**config.mk**
```make
export PLATFORM = sky130hd
export DESIGN_NAME = rgb_color_space_converter
export DESIGN_NICKNAME = d
export VERILOG_FILES = /design/src/rtl/rgbcsc_pkg.sv /design/src/rtl/rgbcsc_prep.sv /design/src/rtl/rgbcsc_div_step.sv /design/src/rtl/rgb_color_space_converter.sv
export SDC_FILE = /design/constraint.sdc
export NUM_CORES = 2
export LEC_CHECK = 0
export BUFFER_PORTS_ARGS = -buffer_cell sky130_fd_sc_hd__buf_4
export CAP_MARGIN = 25
export CORE_ASPECT_RATIO = 0.9
export CORE_MARGIN = 10
export CORE_UTILIZATION = 35
export CTS_CLUSTER_SIZE = 16
export DETAILED_ROUTE_END_ITERATION = 7
export MAX_ROUTING_LAYER = met4
export PLACE_DENSITY = 0.6
export RECOVER_POWER = 100
export SLEW_MARGIN = 25
export SYNTH_ARGS = -nofsm -noshare
export SYNTH_HDL_FRONTEND = slang
export SYNTH_SLANG_ARGS = --single-unit
```
**constraint.sdc**
```tcl
create_clock -name clk -period 36.9 [get_ports clk]
set_input_delay 3.69 -clock clk [delete_from_list [all_inputs] [get_ports clk]]
set_output_delay 3.69 -clock clk [all_outputs]
set_load 0.05 [all_outputs]
```
**src/rtl/rgbcsc_pkg.sv**
```systemverilog
// ---------------------------------------------------------------------------
// RGB color space converter package
// Shared codes, widths and pipeline payload types.
// ---------------------------------------------------------------------------
package rgbcsc_pkg;

  localparam logic [1:0] SpaceHsv  = 2'd0;
  localparam logic [1:0] SpaceHsl  = 2'd1;
  localparam logic [1:0] SpaceCmyk = 2'd2;

  localparam int NumLanes = 4;
  localparam int RemW     = 17;  // dividend up to 360*255 + 127
  localparam int DsW      = 16;  // 8-bit divisor pre-shifted by QuoW-1
  localparam int QuoW     = 9;

  typedef struct packed {
    logic [RemW-1:0] rem;
    logic [DsW-1:0]  ds;
    logic [QuoW-1:0] quo;
  } lane_t;

  typedef lane_t [NumLanes-1:0] lanes_t;

endpackage

```
**src/rtl/rgbcsc_prep.sv**
```systemverilog
// ---------------------------------------------------------------------------
// Converter front end
// Two stages: channel max/min, then per-lane dividend and divisor set-up.
// ---------------------------------------------------------------------------
module rgbcsc_prep (
  input  logic                 clk,
  input  logic                 rst,
  input  logic                 en,
  input  logic                 in_valid,
  input  logic [7:0]           red,
  input  logic [7:0]           green,
  input  logic [7:0]           blue,
  input  logic [1:0]           output_space,
  output logic                 out_valid,
  output rgbcsc_pkg::lanes_t   out_lanes
);
  import rgbcsc_pkg::*;

  logic       a_valid;
  logic [7:0] a_r, a_g, a_b, a_mx, a_mn;
  logic [7:0] mx_c, mn_c;

  always_comb begin
    mx_c = red;
    mn_c = red;
    if (green > mx_c) mx_c = green;
    if (blue > mx_c)  mx_c = blue;
    if (green < mn_c) mn_c = green;
    if (blue < mn_c)  mn_c = blue;
  end

  always_ff @(posedge clk) begin
    if (rst) begin
      a_valid <= 1'b0;
    end else if (en) begin
      a_valid <= in_valid;
    end
  end

  always_ff @(posedge clk) begin
    if (en) begin
      a_r  <= red;
      a_g  <= green;
      a_b  <= blue;
      a_mx <= mx_c;
      a_mn <= mn_c;
    end
  end

  // stage B: numerators n with rounding offset floor(D/2) folded in
  logic [7:0]      d;
  logic [8:0]      sum;
  logic [8:0]      sum_inv;
  logic [7:0]      hsl_den;
  logic [10:0]     hue_t;
  logic [RemW-1:0] hue_n;
  lanes_t          lanes_next;

  function automatic lane_t mk_lane(logic [RemW-1:0] x, logic [7:0] dv);
    lane_t l;
    l.rem = x;
    l.ds  = {dv, 8'd0};
    l.quo = '0;
    return l;
  endfunction

  function automatic logic [RemW-1:0] pct(logic [7:0] n, logic [7:0] dv);
    return RemW'(n) * RemW'(100) + RemW'(dv[7:1]);
  endfunction

  always_comb begin
    d       = a_mx - a_mn;
    sum     = {1'b0, a_mx} + {1'b0, a_mn};
    sum_inv = 9'd510 - sum;
    hsl_den = (sum < sum_inv) ? sum[7:0] : sum_inv[7:0];
    hue_t   = '0;
    hue_n   = '0;
    if (a_mx == a_r) begin
      if (a_g >= a_b) begin
        hue_n = RemW'(a_g - a_b) * RemW'(60);
      end else begin
        hue_n = RemW'(d) * RemW'(360) - RemW'(a_b - a_g) * RemW'(60);
      end
    end else if (a_mx == a_g) begin
      hue_t = {2'b0, d, 1'b0} + {3'b0, a_b} - {3'b0, a_r};
      hue_n = RemW'(hue_t) * RemW'(60);
    end else begin
      hue_t = {1'b0, d, 2'b0} + {3'b0, a_r} - {3'b0, a_g};
      hue_n = RemW'(hue_t) * RemW'(60);
    end
    if (d != 8'd0) hue_n = hue_n + RemW'(d[7:1]);

    for (int i = 0; i < NumLanes; i++) lanes_next[i] = mk_lane('0, 8'd1);

    unique case (output_space)
      SpaceHsv: begin
        if (d != 8'd0)    lanes_next[0] = mk_lane(hue_n, d);
        if (a_mx != 8'd0) lanes_next[1] = mk_lane(pct(d, a_mx), a_mx);
        lanes_next[2] = mk_lane(pct(a_mx, 8'd255), 8'd255);
      end
      SpaceHsl: begin
        if (d != 8'd0) lanes_next[0] = mk_lane(hue_n, d);
        if (sum != 9'd0 && sum != 9'd510) begin
          lanes_next[1] = mk_lane(pct(d, hsl_den), hsl_den);
        end
        // round(100*sum/510) = floor((50*sum + 127) / 255)
        lanes_next[2] = mk_lane(RemW'(sum) * RemW'(50) + RemW'(127), 8'd255);
      end
      SpaceCmyk: begin
        if (a_mx != 8'd0) begin
          lanes_next[0] = mk_lane(pct(a_mx - a_r, a_mx), a_mx);
          lanes_next[1] = mk_lane(pct(a_mx - a_g, a_mx), a_mx);
          lanes_next[2] = mk_lane(pct(a_mx - a_b, a_mx), a_mx);
        end
        lanes_next[3] = mk_lane(pct(8'd255 - a_mx, 8'd255), 8'd255);
      end
      default: ;
    endcase
  end

  always_ff @(posedge clk) begin
    if (rst) begin
      out_valid <= 1'b0;
    end else if (en) begin
      out_valid <= a_valid;
    end
  end

  always_ff @(posedge clk) begin
    if (en) out_lanes <= lanes_next;
  end

endmodule

```
**src/rtl/rgbcsc_div_step.sv**
```systemverilog
// ---------------------------------------------------------------------------
// Divider step
// One restoring-division bit for all four lanes, registered.
// ---------------------------------------------------------------------------
module rgbcsc_div_step (
  input  logic                 clk,
  input  logic                 rst,
  input  logic                 en,
  input  logic                 in_valid,
  input  rgbcsc_pkg::lanes_t   in_lanes,
  output logic                 out_valid,
  output rgbcsc_pkg::lanes_t   out_lanes
);
  import rgbcsc_pkg::*;

  lanes_t lanes_next;

  always_comb begin
    for (int i = 0; i < NumLanes; i++) begin
      lanes_next[i].ds = in_lanes[i].ds >> 1;
      if (in_lanes[i].rem >= RemW'(in_lanes[i].ds)) begin
        lanes_next[i].rem = in_lanes[i].rem - RemW'(in_lanes[i].ds);
        lanes_next[i].quo = {in_lanes[i].quo[QuoW-2:0], 1'b1};
      end else begin
        lanes_next[i].rem = in_lanes[i].rem;
        lanes_next[i].quo = {in_lanes[i].quo[QuoW-2:0], 1'b0};
      end
    end
  end

  always_ff @(posedge clk) begin
    if (rst) begin
      out_valid <= 1'b0;
    end else if (en) begin
      out_valid <= in_valid;
    end
  end

  always_ff @(posedge clk) begin
    if (en) out_lanes <= lanes_next;
  end

endmodule

```
**src/rtl/rgb_color_space_converter.sv**
```systemverilog
// ---------------------------------------------------------------------------
// RGB color space converter
// Pipeline: 2 set-up stages, then 9 divider stages, one quotient bit each.
// Throughput: one pixel per cycle; a stalled output freezes the whole pipe.
// Reset: synchronous, active high; clears all valid bits, output_space = HSV.
// ---------------------------------------------------------------------------
module rgb_color_space_converter (
  input  logic        clk,
  input  logic        rst,
  // configuration port
  input  logic        psel,
  input  logic        penable,
  input  logic        pwrite,
  input  logic [2:0]  paddr,
  input  logic [31:0] pwdata,
  output logic [31:0] prdata,
  output logic        pready,
  // pixel in
  input  logic        s_tvalid,
  output logic        s_tready,
  input  logic [23:0] s_tdata,   // red[7:0], green[15:8], blue[23:16]
  // result out
  output logic        m_tvalid,
  input  logic        m_tready,
  output logic [31:0] m_tdata    // first[8:0], second[15:9], third[22:16],
                                 // fourth[29:23], zero[31:30]
);
  import rgbcsc_pkg::*;

  localparam int Steps = QuoW;

  // Register file: a single register, output_space, at word 0. Byte lane
  // bits of paddr are ignored.
  logic [1:0] output_space;

  assign pready = 1'b1;
  assign prdata = (paddr[2] == 1'b0) ? {30'd0, output_space} : 32'd0;

  always_ff @(posedge clk) begin
    if (rst) begin
      output_space <= SpaceHsv;
    end else if (psel && penable && pwrite && pready && paddr[2] == 1'b0) begin
      output_space <= pwdata[1:0];
    end
  end

  // Global pipeline enable: every stage advances unless the output holds
  // a result the sink has not taken yet. A new pixel is taken whenever the
  // pipe advances, so a waiting result never blocks the input by itself
  // once the sink accepts.
  logic en;
  assign en       = !m_tvalid || m_tready;
  assign s_tready = en;

  logic   prep_valid;
  lanes_t prep_lanes;

  rgbcsc_prep u_prep (
    .clk          (clk),
    .rst          (rst),
    .en           (en),
    .in_valid     (s_tvalid),
    .red          (s_tdata[7:0]),
    .green        (s_tdata[15:8]),
    .blue         (s_tdata[23:16]),
    .output_space (output_space),
    .out_valid    (prep_valid),
    .out_lanes    (prep_lanes)
  );

  // Divider chain: the divisor starts shifted left by 8 and moves right one
  // bit per stage, so each stage resolves one quotient bit MSB first.
  logic   [Steps:0] st_valid;
  lanes_t           st_lanes [Steps+1];

  assign st_valid[0] = prep_valid;
  assign st_lanes[0] = prep_lanes;

  for (genvar s = 0; s < Steps; s++) begin : g_div
    rgbcsc_div_step u_step (
      .clk       (clk),
      .rst       (rst),
      .en        (en),
      .in_valid  (st_valid[s]),
      .in_lanes  (st_lanes[s]),
      .out_valid (st_valid[s+1]),
      .out_lanes (st_lanes[s+1])
    );
  end

  // Last divider stage doubles as the output register.
  assign m_tvalid = st_valid[Steps];
  assign m_tdata  = {2'b00,
                     st_lanes[Steps][3].quo[6:0],
                     st_lanes[Steps][2].quo[6:0],
                     st_lanes[Steps][1].quo[6:0],
                     st_lanes[Steps][0].quo};

endmodule

```
==> run_results.csv <==
group,metric,value,unit
outcome,outcome,"finished with violations",
outcome,violations,"capacitance limit, slew limit",
logic_synthesis,synth-seq-cells,965,
logic_synthesis,ys_warn_count,0,
sta,fmax,0.0631,GHz
worst_hold_path,worstHoldPathType,"flip-flop to flip-flop",
route,drt_iter0_markers,2521,
worst_setup_path,reg2reg_slack,23.73,ns
worst_setup_path,required,37.25,ns
grt,grt_pass1_vias,41321,
clocking,clock_latency,0.72,ns
floorplan,pin_count,133,
logic_synthesis,syn_area,64600,sq um
placed_design,dp_hpwl,100000,um
worst_setup_path,worstPathArrival,16.19,ns
clocking,cts-root-buf,"clkbuf_16",
route,vias_per_cell,4.88,
route,vias,41706,
floorplan,start_util,0.352,
cells_and_area,diodes,0,
clocking,cts_buffers,102,
route,avgRoutedWirePerCell,15.0,um
clocking,ctsHoldBuffers,0,
floorplan,dieArea,202000,sq um
logic_synthesis,synthArstFlopShare,0,
logic_synthesis,synth_top_area_frac,0.443,
cells_and_area,syn_to_final_growth,9.93,%
clocking,postCtsSetupBuffers,0,
clocking,cts_tree,"built",
floorplan,die_h,427,um
sta,rsz0062_at_grt,"no",
sta,skew,0.0472,ns
worst_setup_path,end_kind,"flip-flop",
grt,gr-total-overflow,0,
grt,track_usage,0.128,
logic_synthesis,synth-edff-count,952,
worst_setup_path,path_class,"input pin to flip-flop",
route,first_pass_iters,6,
cells_and_area,layout-drive-gt1-share,0.0398,
worst_hold_path,hp-start,"g_div[7].u_step.out_lanes[128]",
sta,setup_viol,0,
grt,grt_pass1_wl,210000,um
clocking,cts_buffer_depth,3,
worst_setup_path,reg2reg_from,"g_div[8].u_step.out_valid",
grt,grt_max_degree,165,
floorplan,core-area,183000,sq um
sta,period_share,0.429,
sta,slew_headroom,-1.82,
route,drc_errors,0,
logic_synthesis,synth_largest_area_cell,"edfxtp_1",
worst_setup_path,cp-startpoint,"m_tready",
floorplan,die_w,473,um
sta,fin_crit,15.84,ns
logic_synthesis,synth_area_leaders,"edfxtp_1 44%, ha_1 14%, fa_1 4.6%",
grt,antenna_found_initial,7,
clocking,path_clk_slew,0.06,ns
route,antenna_left,0,
sta,fin_setup_tns,0,ns
cells_and_area,finish.utilization,0.387,
placed_design,globalplace.congestion,0.894,
logic_synthesis,netlist_instances,5936,
route,wirelength,128000,um
clocking,htreeDepth,3,
cells_and_area,fillers,17786,
logic_synthesis,ys_types,103,
placed_design,portBuffers,67,
worst_setup_path,path_max_fanout,164,
clocking,cts_resized,0,
sta,tightest_slew,4.24,ns
run,max_cap_viol_count,17,
sta,hold_violations,0,
logic_synthesis,synth-main-ff-cell,"edfxtp_1",
floorplan,rows,149,
worst_setup_path,startpoint_type,"input pin",
clocking,clock_sinks,965,
logic_synthesis,avgSynthCellArea,10.9,sq um
sta,slew_viol_final,914,
logic_synthesis,synth_seq_area_share,0.447,
cells_and_area,layout.nets,6997,
## cell usage in the layout, fill, tap and decap left out, drive strengths merged, types with 107 or more instances in the layout
master	instances
nand2	332
xnor2	340
xor2	198
ha	731
a21o	146
nor2	414
nor2b	107
a21oi	389
inv	710
o21ai	298
fa	149
edfxtp	952
clkbuf	207
## state kept, by name, indices dropped and copies added, names as in the netlist
signal and flops:
g_div.u_step.out_lanes 828, u_prep.out_lanes 84, g_div.u_step.out_valid 9, u_prep.a_b 8, u_prep.a_g 8, u_prep.a_mn 8
u_prep.a_mx 8, u_prep.a_r 8, output_space 2, u_prep.a_valid 1, u_prep.out_valid 1
## final cells by class
| type | count | area [sq um] | share of cell area |
|---|---|---|---|
| Sequential cell | 965 | 28800 | 0.406 |
| Clock inverter | 67 | 820 | 0.0115 |
| Timing Repair Buffer | 105 | 485 | 0.00684 |
| Tap cell | 2416 | 3020 | 0.0426 |
| Inverter | 706 | 2650 | 0.0373 |
| Multi-Input combinational cell | 4171 | 32500 | 0.458 |
| Clock buffer | 122 | 2630 | 0.0370 |
## critical path, stage by stage
cell and delay (ns):
clkbuf_4 0.10, nor2b_1 0.16, clkinvlp_2 1.85, clkbuf_1 2.33, clkbuf_1 2.36, clkbuf_1 1.99, clkbuf_1 2.81, buf_12 0.57
## through the flow
step / cell area, sq um / hold WS, ns / cells / setup WS (ns)
4_1_cts: 71300 / 0.396 / 8550 / 27.73
2_1_floorplan: 64700 / 0.400 / 5967 / 3.13
6_report: 71000 / 0.400 / 8552 / 21.06
5_1_grt: 71000 / 0.408 / 8552 / 19.44
3_5_place_dp: 67900 / 0.405 / 8361 / 27.77
3_3_place_gp: 67900 / 0.401 / 8361 / 27.72
## cells in the mapped netlist (all sizes together) (17+ instances only)
cell / number
a21oi: 389
nor2b: 107
nor2: 414
or3: 42
o21bai: 52
nor4: 61
buf: 56
edfxtp: 952
nand2b: 85
xnor2: 340
o21a: 38
nand3b: 20
a211oi: 24
nand2: 332
nand3: 67
o31ai: 34
ha: 731
a31oi: 20
mux2: 29
fa: 149
o21ai: 298
a21boi: 58
nand4: 69
mux2i: 52
clkbuf: 69
inv: 705
and3: 21
xor2: 198
a21o: 146
or4: 24
o22ai: 34
nor3b: 17
nor3: 91
## logic make-up after synthesis
kind of cell | count (synthesis) | share of synthesized area
AOI/OAI and AO/OA | 1213 | 0.117
xor gates and xnor gates | 540 | 0.0743
adders and majority gates | 880 | 0.188
buffers and inverters | 831 | 0.0512
DFF | 965 | 0.447
muxes | 82 | 0.0135
other | 2 | 0.000116
and+or+nand+nor | 1423 | 0.109
## worst paths after layout
kind,cells after the start,to
max,8,g_div[7].u_step.out_lanes[77]
min,0,g_div[8].u_step.out_lanes[129]
max reg2reg,7,g_div[7].u_step.out_lanes[77]
min reg2reg,0,g_div[8].u_step.out_lanes[129]
## per-layer routing
metal	wire [um]	share of wire	vias to the layer above	global-route usage
met2	58800	0.46	597	0.207
li1	-	-	21331	-
met3	4280	0.033	219	0.0164
met4	3610	0.028	0	0.0377
met5	0	0	-	-
met1	61700	0.48	19559	0.168
Power is left out: the tool's default activity adds up to more than one toggle a clock period on the data nets, which glitch-free logic cannot reach.
